`src/rtl/tts_pkg.sv`:
```
// Shared types, sizes and text conversion helpers for the trace buffer.
// No dependencies.
package tts_pkg;

  localparam int DEPTH   = 64;
  localparam int IDX_W   = (DEPTH > 1) ? $clog2(DEPTH) : 1;
  localparam int CNT_W   = $clog2(DEPTH + 1);
  localparam int QDEPTH  = 2;
  localparam int QPTR_W  = (QDEPTH > 1) ? $clog2(QDEPTH) : 1;
  localparam int QCNT_W  = $clog2(QDEPTH + 1);
  localparam int TAG_W   = 8;
  localparam int TICK_W  = 24;
  localparam int STAMP_W = TAG_W + TICK_W;
  localparam int TEXT_W  = 64;
  localparam int LEND_W  = 16;

  localparam logic [LEND_W-1:0] LINE_END    = 16'h0D0A;
  localparam logic [7:0]        ASCII_ZERO  = 8'h30;
  localparam logic [7:0]        ASCII_A_OFS = 8'h37;

  typedef enum logic {
    CMD_STORE = 1'b0,
    CMD_FLUSH = 1'b1
  } cmd_e;

  typedef struct packed {
    cmd_e                 cmd;
    logic [STAMP_W-1:0]   stamp;
  } cmd_t;

  function automatic logic [7:0] nib_to_ascii(logic [3:0] nib);
    logic [7:0] ext;
    ext = {4'h0, nib};
    if (nib < 4'd10) begin
      return ASCII_ZERO + ext;
    end
    return ASCII_A_OFS + ext;
  endfunction

  function automatic logic [TEXT_W-1:0] stamp_to_text(logic [STAMP_W-1:0] stamp);
    logic [TEXT_W-1:0] text;
    text = '0;
    for (int k = 0; k < 8; k++) begin
      text[TEXT_W-1-8*k -: 8] = nib_to_ascii(stamp[STAMP_W-1-4*k -: 4]);
    end
    return text;
  endfunction

endpackage

```
`src/rtl/tts_ram.sv`:
```
// Generic simple dual-port RAM: one write port, one registered read port.
// No dependencies.
module tts_ram #(
  parameter int WIDTH = 32,
  parameter int DEPTH = 64,
  localparam int AW   = (DEPTH > 1) ? $clog2(DEPTH) : 1
) (
  input  logic             clk_i,
  input  logic             we_i,
  input  logic [AW-1:0]    waddr_i,
  input  logic [WIDTH-1:0] wdata_i,
  input  logic             re_i,
  input  logic [AW-1:0]    raddr_i,
  output logic [WIDTH-1:0] rdata_o
);

  logic [WIDTH-1:0] mem_q [DEPTH];
  logic [WIDTH-1:0] rdata_q;

  always_ff @(posedge clk_i) begin
    if (we_i) begin
      mem_q[waddr_i] <= wdata_i;
    end
    if (re_i) begin
      rdata_q <= mem_q[raddr_i];
    end
  end

  assign rdata_o = rdata_q;

endmodule

```
`src/rtl/tts_front.sv`:
```
// Front end: accepts requests, builds the stamp and queues the command.
// Depends on tts_pkg.
module tts_front (
  input  logic                      clk_i,
  input  logic                      rst_ni,
  input  logic                      in_valid_i,
  output logic                      in_stall_o,
  input  logic                      command_i,
  input  logic [tts_pkg::TAG_W-1:0] tag_i,
  input  logic [tts_pkg::TICK_W-1:0] ticks_i,
  output logic                      q_valid_o,
  output tts_pkg::cmd_t             q_entry_o,
  input  logic                      q_pop_i
);

  tts_pkg::cmd_t                 q_mem_q [tts_pkg::QDEPTH];
  logic [tts_pkg::QPTR_W-1:0]    wr_ptr_q, wr_ptr_d;
  logic [tts_pkg::QPTR_W-1:0]    rd_ptr_q, rd_ptr_d;
  logic [tts_pkg::QCNT_W-1:0]    fill_q, fill_d;
  logic                          push;
  logic                          pop;
  tts_pkg::cmd_t                 entry;

  assign in_stall_o = (fill_q == tts_pkg::QCNT_W'(tts_pkg::QDEPTH));
  assign push       = in_valid_i && !in_stall_o;
  assign q_valid_o  = (fill_q != '0);
  assign pop        = q_pop_i && q_valid_o;
  assign q_entry_o  = q_mem_q[rd_ptr_q];

  always_comb begin
    entry.cmd   = tts_pkg::cmd_e'(command_i);
    entry.stamp = {tag_i, ticks_i};
  end

  always_comb begin
    wr_ptr_d = wr_ptr_q;
    rd_ptr_d = rd_ptr_q;
    fill_d   = fill_q;
    if (push) begin
      wr_ptr_d = (wr_ptr_q == tts_pkg::QPTR_W'(tts_pkg::QDEPTH - 1)) ? '0 : wr_ptr_q + 1'b1;
    end
    if (pop) begin
      rd_ptr_d = (rd_ptr_q == tts_pkg::QPTR_W'(tts_pkg::QDEPTH - 1)) ? '0 : rd_ptr_q + 1'b1;
    end
    if (push && !pop) begin
      fill_d = fill_q + 1'b1;
    end else if (pop && !push) begin
      fill_d = fill_q - 1'b1;
    end
  end

  always_ff @(posedge clk_i or negedge rst_ni) begin
    if (!rst_ni) begin
      wr_ptr_q <= '0;
      rd_ptr_q <= '0;
      fill_q   <= '0;
    end else begin
      wr_ptr_q <= wr_ptr_d;
      rd_ptr_q <= rd_ptr_d;
      fill_q   <= fill_d;
    end
  end

  always_ff @(posedge clk_i) begin
    if (push) begin
      q_mem_q[wr_ptr_q] <= entry;
    end
  end

endmodule

```
`src/rtl/tts_back.sv`:
```
// Back end: stores stamps in the RAM and drains them as hex text lines on flush.
// Depends on tts_pkg and tts_ram.
module tts_back (
  input  logic                        clk_i,
  input  logic                        rst_ni,
  input  logic                        q_valid_i,
  input  tts_pkg::cmd_t               q_entry_i,
  output logic                        q_pop_o,
  output logic                        out_valid_o,
  input  logic                        out_stall_i,
  output logic [tts_pkg::TEXT_W-1:0]  hex_text_o,
  output logic [tts_pkg::LEND_W-1:0]  line_end_o,
  output logic                        last_o
);

  logic [tts_pkg::CNT_W-1:0]   count_q, count_d;
  logic [tts_pkg::IDX_W-1:0]   rd_idx_q, rd_idx_d;
  logic                        draining_q, draining_d;
  logic                        avail_q, avail_d;
  logic                        last_pend_q;
  logic                        out_valid_q, out_valid_d;
  logic [tts_pkg::TEXT_W-1:0]  hex_q;
  logic                        last_q;
  logic                        we, start, load, rd_en, rd_last;
  logic [tts_pkg::STAMP_W-1:0] rdata;

  assign q_pop_o = q_valid_i && !draining_q;
  assign we      = q_pop_o && (q_entry_i.cmd == tts_pkg::CMD_STORE)
                   && (count_q < tts_pkg::CNT_W'(tts_pkg::DEPTH));
  assign start   = q_pop_o && (q_entry_i.cmd == tts_pkg::CMD_FLUSH) && (count_q != '0);
  assign load    = avail_q && (!out_valid_q || !out_stall_i);
  assign rd_en   = draining_q && (!avail_q || load);
  assign rd_last = (tts_pkg::CNT_W'(rd_idx_q) + tts_pkg::CNT_W'(1)) == count_q;

  tts_ram #(
    .WIDTH(tts_pkg::STAMP_W),
    .DEPTH(tts_pkg::DEPTH)
  ) u_ram (
    .clk_i   (clk_i),
    .we_i    (we),
    .waddr_i (count_q[tts_pkg::IDX_W-1:0]),
    .wdata_i (q_entry_i.stamp),
    .re_i    (rd_en),
    .raddr_i (rd_idx_q),
    .rdata_o (rdata)
  );

  always_comb begin
    count_d     = count_q;
    rd_idx_d    = rd_idx_q;
    draining_d  = draining_q;
    avail_d     = avail_q;
    out_valid_d = out_valid_q;
    if (we) begin
      count_d = count_q + 1'b1;
    end
    if (start) begin
      draining_d = 1'b1;
      rd_idx_d   = '0;
    end
    if (rd_en) begin
      rd_idx_d = rd_idx_q + 1'b1;
      avail_d  = 1'b1;
      if (rd_last) begin
        draining_d = 1'b0;
        count_d    = '0;
      end
    end else if (load) begin
      avail_d = 1'b0;
    end
    if (load) begin
      out_valid_d = 1'b1;
    end else if (!out_stall_i) begin
      out_valid_d = 1'b0;
    end
  end

  always_ff @(posedge clk_i or negedge rst_ni) begin
    if (!rst_ni) begin
      count_q     <= '0;
      rd_idx_q    <= '0;
      draining_q  <= 1'b0;
      avail_q     <= 1'b0;
      out_valid_q <= 1'b0;
    end else begin
      count_q     <= count_d;
      rd_idx_q    <= rd_idx_d;
      draining_q  <= draining_d;
      avail_q     <= avail_d;
      out_valid_q <= out_valid_d;
    end
  end

  always_ff @(posedge clk_i) begin
    if (rd_en) begin
      last_pend_q <= rd_last;
    end
    if (load) begin
      hex_q  <= tts_pkg::stamp_to_text(rdata);
      last_q <= last_pend_q;
    end
  end

  assign out_valid_o = out_valid_q;
  assign hex_text_o  = hex_q;
  assign line_end_o  = tts_pkg::LINE_END;
  assign last_o      = last_q;

endmodule

```
`src/rtl/tagged_timestamp_trace_buffer.sv`:
```
// Trace buffer that keeps up to tts_pkg::DEPTH tagged stamps (tag in bits 31..24, low
// 24 tick bits below) and prints them as ASCII hex lines on flush. The front end takes
// one request per cycle while not stalled into a two-entry command queue; a store is
// written to the RAM as it leaves the queue. A flush of N stamps gives N lines, one per
// cycle while the output is not stalled, each through the RAM read register and then the
// output register; the single read port of the stamp RAM sets the rate. While a flush
// drains, the queue fills and the input stalls. Stores to a full buffer are dropped;
// a flush of an empty buffer gives no line. Depends on tts_pkg, tts_front and tts_back.
module tagged_timestamp_trace_buffer (
  input  logic                        clk_i,
  input  logic                        rst_ni,
  input  logic                        in_valid_i,
  output logic                        in_stall_o,
  input  logic                        command_i,
  input  logic [tts_pkg::TAG_W-1:0]   tag_i,
  input  logic [tts_pkg::TICK_W-1:0]  ticks_i,
  output logic                        out_valid_o,
  input  logic                        out_stall_i,
  output logic [tts_pkg::TEXT_W-1:0]  hex_text_o,
  output logic [tts_pkg::LEND_W-1:0]  line_end_o,
  output logic                        last_o
);

  logic          q_valid;
  logic          q_pop;
  tts_pkg::cmd_t q_entry;

  tts_front u_front (
    .clk_i      (clk_i),
    .rst_ni     (rst_ni),
    .in_valid_i (in_valid_i),
    .in_stall_o (in_stall_o),
    .command_i  (command_i),
    .tag_i      (tag_i),
    .ticks_i    (ticks_i),
    .q_valid_o  (q_valid),
    .q_entry_o  (q_entry),
    .q_pop_i    (q_pop)
  );

  tts_back u_back (
    .clk_i       (clk_i),
    .rst_ni      (rst_ni),
    .q_valid_i   (q_valid),
    .q_entry_i   (q_entry),
    .q_pop_o     (q_pop),
    .out_valid_o (out_valid_o),
    .out_stall_i (out_stall_i),
    .hex_text_o  (hex_text_o),
    .line_end_o  (line_end_o),
    .last_o      (last_o)
  );

endmodule

```
`config.mk`:
```
export PLATFORM = sky130hd
export DESIGN_NAME = tagged_timestamp_trace_buffer
export DESIGN_NICKNAME = d
export VERILOG_FILES = /design/src/rtl/tts_pkg.sv /design/src/rtl/tts_ram.sv /design/src/rtl/tts_front.sv /design/src/rtl/tts_back.sv /design/src/rtl/tagged_timestamp_trace_buffer.sv
export SDC_FILE = /design/constraint.sdc
export NUM_CORES = 2
export LEC_CHECK = 0
export BUFFER_PORTS_ARGS = -buffer_cell sky130_fd_sc_hd__buf_2
export CAP_MARGIN = 20
export CORE_AREA = 2 2 545 547
export CTS_CLUSTER_SIZE = 30
export DETAILED_ROUTE_END_ITERATION = 6
export DIE_AREA = 0 0 547 549
export GPL_ROUTABILITY_DRIVEN = 0
export HOLD_SLACK_MARGIN = 0.12
export PLACE_DENSITY = 0.51
export SLEW_MARGIN = 40
export SYNTH_ARGS = -nofsm -noshare
export SYNTH_HDL_FRONTEND = slang
export SYNTH_SLANG_ARGS = --single-unit
```
`constraint.sdc`:
```
create_clock -name clk_i -period 7.1 [get_ports clk_i]
set_input_delay 1.42 -clock clk_i [delete_from_list [all_inputs] [get_ports clk_i]]
set_output_delay 1.42 -clock clk_i [all_outputs]
set_load 0.05 [all_outputs]
```
=== Yosys cells after proc, flatten, opt, wreduce, memory -nomap -nowiden ===
Memory sizes are Yosys's and may differ from the RTL's. A register that Yosys moved wholly into a read port is not among the register bits.
Index checks and enable logic that the tools add are counted.

* Add/subtract/negate cells: 23
* Reduce and logical (&&, ||, !) cells: 25
* Mux-type cells: 52
* $lt $le $gt $ge: 9
* Bitwise logic cells: 1
* Equal/unequal tests: 3

{| class="wikitable"
|+ Operator list
! kind !! number
|-
| $mux W8 || 16
|-
| $add A6 B4 Y7 const A || 16
|-
| $lt A4 B4 Y1 const B || 8
|-
| $mux W1 || 29
|-
| $mux W7 || 3
|-
| $mux W6 || 2
|-
| $logic_and A1 B1 Y1 || 11
|-
| $reduce_bool A2 Y1 || 4
|-
| $add A6 B1 Y7 const B || 1
|-
| $add A7 B1 Y7 const B || 1
|-
| $eq A7 B7 Y1 || 1
|-
| $logic_not A1 Y1 || 7
|-
| $lt A7 B7 Y1 const B || 1
|-
| $reduce_bool A7 Y1 || 1
|-
| $add A6 B1 Y6 const B || 1
|-
| $mux W2 || 2
|-
| $add A1 B1 Y1 const B || 2
|-
| $add A2 B1 Y2 const B || 1
|-
| $eq A2 B2 Y1 const B || 1
|-
| $logic_or A1 B1 Y1 || 2
|-
| $ne A2 B1 Y1 const B || 1
|-
| $sub A2 B1 Y2 const B || 1
|-
| $not A1 Y1 || 1
|}

* Logic and storage cells: 126
* Register bits: 86
* Output and inout bits: 83
* Bits of input ports: 37
* Memories: 2
* RAM bits: 2114

{| class="wikitable"
|+ Memories
! name !! depth !! width !! rd ports !! clocked after Yosys merged registers in !! write ports !! RTL line !! source
|-
| u_back.u_ram.mem_q || 64 || 32 || 1 || 1 || 1 || tts_ram.sv:17 || <nowiki>logic [WIDTH-1:0] mem_q [DEPTH];</nowiki>
|-
| u_front.q_mem_q || 2 || 33 || 1 || 0 || 1 || tts_front.sv:16 || <nowiki>tts_pkg::cmd_t q_mem_q [tts_pkg::QDEPTH];</nowiki>
|}

=== Logic depth before layout (Yosys ltp) ===
* Depth after elaboration: 7
* Mapped depth: 9
* Depth with buffers taken out: 7

=== By module ===
Synthesis repeated with hierarchy kept, for this count alone.

* Cells, all modules: 3756
* Area, all modules: 85194.2 um2

{| class="wikitable"
|+ By module, submodules not included
! module !! area an instance (um2) !! times used !! seq. area each (um2) !! cells an instance
|-
| tts_ram || 78835.6 || 1 || 62459.9 || 3324
|-
| tts_back || 3624.7 || 1 || 2142.1 || 310
|-
| tts_front || 2733.9 || 1 || 2082.0 || 122
|}

=== Worst setup path after synthesis ===
No wires, ideal clock.

* Path kind: in2reg
* Start point: in out_stall_i
* End point: reg u_back.hex_q (netlist bit u_back.hex_text_o[0]), enable pin
* Stages: 1
* Data arrival time: 5.587 ns
* Path buffers: 0
* Setup slack: 0.954 ns
* Setup time: 0.558 ns
* Required time: 6.542 ns
* Cell sequence: a21boi_0

* Cells in the longest elaborated chain, start to end: 3

{| class="wikitable"
|+ RTL lines
! what !! RTL line !! source
|-
| start, declared || tagged_timestamp_trace_buffer.sv:18 || <nowiki>input logic out_stall_i,</nowiki>
|-
| $logic_not A1 Y1 || tts_back.sv:31 || <nowiki>assign load = avail_q && (!out_valid_q || !out_stall_i);</nowiki>
|-
| $logic_or A1 B1 Y1 || tts_back.sv:31 ||
|-
| $logic_and A1 B1 Y1 || tts_back.sv:31 ||
|-
| end signal, assigned || tts_back.sv:99 || <nowiki>hex_q <= tts_pkg::stamp_to_text(rdata);</nowiki>
|-
| end, declared || tts_back.sv:22 || <nowiki>logic [tts_pkg::TEXT_W-1:0] hex_q;</nowiki>
|}

Every way passes these cells.
A chain may end at the register's enable or synchronous reset.

=== Worst setup path after layout ===
* Start point: reg u_front.rd_ptr_q
* End point: mem u_back.u_ram.mem_q[23][11], enable pin

* Cells in the longest elaborated chain, start to end: 6

{| class="wikitable"
|+ RTL lines
! what !! RTL line !! source
|-
| start, declared || tts_front.sv:18 || <nowiki>logic [tts_pkg::QPTR_W-1:0] rd_ptr_q, rd_ptr_d;</nowiki>
|-
| start signal, assigned || tts_front.sv:59 || <nowiki>rd_ptr_q <= rd_ptr_d;</nowiki>
|-
| $mem_v2 Z2 W33 || - ||
|-
| $not A1 Y1 || tts_back.sv:28 || <nowiki>assign we = q_pop_o && (q_entry_i.cmd == tts_pkg::CMD_STORE)</nowiki>
|-
| $logic_and A1 B1 Y1 || tts_back.sv:28 ||
|-
| $logic_and A1 B1 Y1 || tts_back.sv:29 || <nowiki>&& (count_q < tts_pkg::CNT_W'(tts_pkg::DEPTH));</nowiki>
|-
| $mux W1 || tts_ram.sv:21 || <nowiki>if (we_i) begin</nowiki>
|-
| $mux W1 (not written as such) || tts_ram.sv:22 || <nowiki>mem_q[waddr_i] <= wdata_i;</nowiki>
|-
| end, declared || tts_ram.sv:17 ||
|}

Every way passes these cells.

==> results.sh <==
export IMPL_hold_viol_final=0
export IMPL_clock_skew_ps=49.9
export IMPL_antenna_found_initial=18
export IMPL_synth_cells=3622
export IMPL_p_sw_mw=9.67
export IMPL_port_buffer_count=95
export IMPL_synth_avg_cell_area_um2=23.5
export IMPL_synth_fa_ha_area_share_pct=0.177
export IMPL_p_int_mw=24.5
export IMPL_synth_warnings=0
export IMPL_wl_per_cell_um=27.8
export IMPL_detail_route_antenna_nets=0
export IMPL_max_freq_ghz=0.241
export IMPL_outcome="finished, final reports clean"
export IMPL_drtIter0Drc=4523
export IMPL_drv_slew=0
export IMPL_rsz0062_at_grt="no"
export IMPL_fin_tns_setup_ps=0
export IMPL_drt_pass1_iter_count=5
export IMPL_synth_compound_gate_area_share_pct=1.18
export IMPL_nFillCells=27500
export IMPL_clk_latency_ps=900
export IMPL_rows=200
export IMPL_p_leak_nw=30.1
export IMPL_grt_usage_pct=14.7
export IMPL_synth_top_family_by_area="multiplexers"
export IMPL_yosysUniqueCellTypes=50
export IMPL_synth_common_cells="edfxtp_1, mux4_2, nor2_1"
export IMPL_first_global_vias=40100
export IMPL_drv_cap=0
export IMPL_route_detailed_drc=0
export IMPL_hold_path_class="reg -> reg"
export IMPL_syn_area_um2=85100
export IMPL_synth_seq_cells=2224
export IMPL_synthMuxAreaShare_pct=17.2
export IMPL_wl_um=224000
export IMPL_worstSetupStartpointType="flop"
export IMPL_dpl_hpwl_um=123000
export IMPL_worstPathMaxFanout=34
export IMPL_cts_setup_buffers=0
export IMPL_powerDensity_nw_per_um2=345
export IMPL_grt_max_degree=123
export IMPL_cts_hold_buf=0
export IMPL_setup_violations=0
export IMPL_h_tree_depth=4
export IMPL_syn2layout_area_growth_pct=16.5
export IMPL_synth_area_leaders="edfxtp_1, mux4_2, mux2_2"
export IMPL_cts_sinks=2224
export IMPL_vias=39200
export IMPL_clk_pin_slew_worst_paths_ps=70
export IMPL_root_buffer="clkbuf_16"
export IMPL_setup_worst_path_class="reg -> reg"
export IMPL_cts_buffers=226
export IMPL_synth_simple_area_share_pct=1.32
export IMPL_start_util_pct=28.8
export IMPL_ir_drop_v=0.000265
export IMPL_cts_buffer_depth=4
export IMPL_synth_edff_count=2204
export IMPL_synthArstFlopShare_pct=0.899
export IMPL_sequentialPowerShare_pct=46.1
export IMPL_relSlewSlack_pct=35.6
export IMPL_r2r_setup_slack_ps=2950
export IMPL_comb_power_share_pct=20.2
export IMPL_period_share_pct=58.5
export IMPL_die_y_um=549
export IMPL_fin_crit_ps=4150
export IMPL_synth_top_cell_area_share_pct=77.8
export IMPL_switching_share_pct=28.3
export IMPL_cts_resized=0
export IMPL_synth_area_leader_cell="edfxtp_1"
export IMPL_synth_xor_area_share_pct=0.288
export IMPL_num_io_pins=120
export IMPL_worst_pin_slew_ps=966
export IMPL_drive_gt1_share_pct=32.1
export IMPL_core_area_um2=295000
export IMPL_worstPathArrival_ps=4670
export IMPL_synth_seq_area_share_pct=78.4
export IMPL_die_w_um=547
export IMPL_fin_util_pct=33.6
export IMPL_cp_end_kind="flop"
export IMPL_viasPerCell=4.87
export IMPL_synth_main_ff_cell="edfxtp_1"
export IMPL_required_ps=7620
export IMPL_finalNetCount=3985
export IMPL_grt_first_pass_wirelength_um=315000
export IMPL_cts_tree="built"
export IMPL_post_synth_top_count_cell="edfxtp_1"
export IMPL_die_area_um2=300000
export IMPL_clkPwrFrac_pct=33.7
export IMPL_grt_overflow=0
## layout make-up
cell class              count  area, um2  area share (%)
diodes                      4       10.0          0.0101
clock buffers             285       5950            6.01
clock inverters           119       1080            1.09
inverters                  38        143           0.144
multi-input cells        1180      17800            18.0
flip-flops and latches   2224      66700            67.3
well taps                3939       4930            4.97
repair buffers            266       2460            2.48
## cells by family (layout without fill, tap and decap cells)
kind of cell	after synthesis	in the layout
compound gates	157	157
flops	2224	2224
buf+inv	240	708
other cells	2	28
xor+xnor	28	28
simple gates	258	258
mux	701	701
fa+ha+maj	12	12
## metal layers
metal | vias to the layer above | global-route usage, % | wire (um)
li1 | 16000 | - | -
met1 | 21700 | 21.0 | 99000
met2 | 1288 | 23.5 | 106000
met3 | 270 | 2.20 | 13900
met4 | 0 | 3.33 | 4630
met5 | - | 0 | 0
## worst paths after layout
| path | startpoint | cells past startpoint | endpoint |
|---|---|---|---|
| setup / recovery | u_front.rd_ptr_q | 5 | u_back.u_ram.mem_q[23][11] |
| hold / removal | u_back.last_pend_q | 0 | u_back.last_o |
| setup reg to reg | u_front.rd_ptr_q | 5 | u_back.u_ram.mem_q[23][11] |
| hold reg to reg | u_back.last_pend_q | 0 | u_back.last_o |
| max in group asynchronous | rst_ni | 1 | u_back.rd_idx_q[0] |
| min in group asynchronous | rst_ni | 1 | u_back.count_q[5] |
## sequential cells by signal, indices dropped and copies added, names as in the netlist, 2 cells and up
name and count:
u_back.count_q 7, u_back.hex_text_o 56, u_back.rd_idx_q 6, u_back.u_ram.mem_q 2048, u_back.u_ram.rdata_o 32, u_front.fill_q 2
u_front.q_mem_q 66
## metrics by stage
stage | area (um2) | total power, mW | std cells | setup WS, ps | hold slack (ps)
6_report | 99100 | 34.2 | 8055 | 2950 | 429
5_1_grt | 99100 | 35.4 | 8052 | 2700 | 451
4_1_cts | 98700 | 34.6 | 8034 | 2920 | 430
3_5_place_dp | 91700 | 23.1 | 7630 | 2930 | 414
3_3_place_gp | 91100 | 22.9 | 7604 | 2250 | 409
2_1_floorplan | 85100 | 20.3 | 3644 | 954 | 400
## worst max-delay path, cell delays in order, from the launching register on
cell and delay, ps:
dfrtp_4 770, mux2_2 450, nor4_2 610, nand3_2 640
nor2_4 760, buf_4 500
## cells in the final DEF (no fill, tap or decap), types with 24 or more instances in the layout
| master | count |
|---|---|
| buf_2 | 95 |
| edfxtp_1 | 2204 |
| a21oi_1 | 37 |
| mux2i_1 | 28 |
| buf_4 | 107 |
| clkbuf_1 | 54 |
| mux2_2 | 58 |
| nand2_1 | 83 |
| nand3_1 | 26 |
| mux4_2 | 601 |
| clkinv_2 | 41 |
| conb_1 | 24 |
| inv_1 | 36 |
| nor2_4 | 65 |
| nor2_1 | 34 |
| clkinv_1 | 50 |
| clkbuf_16 | 229 |
## power by group through the flow
stage	Combinational, mW	Sequential [mW]	Clock, mW
after floorplan	4.03	16.3	0
after global placement	6.86	16.1	0
after detailed placement	6.99	16.1	0
after CTS	7.00	15.8	11.8
after global routing	7.34	15.8	12.3
final	6.91	15.8	11.5
Note: power is estimated with default switching activity, not from simulation.
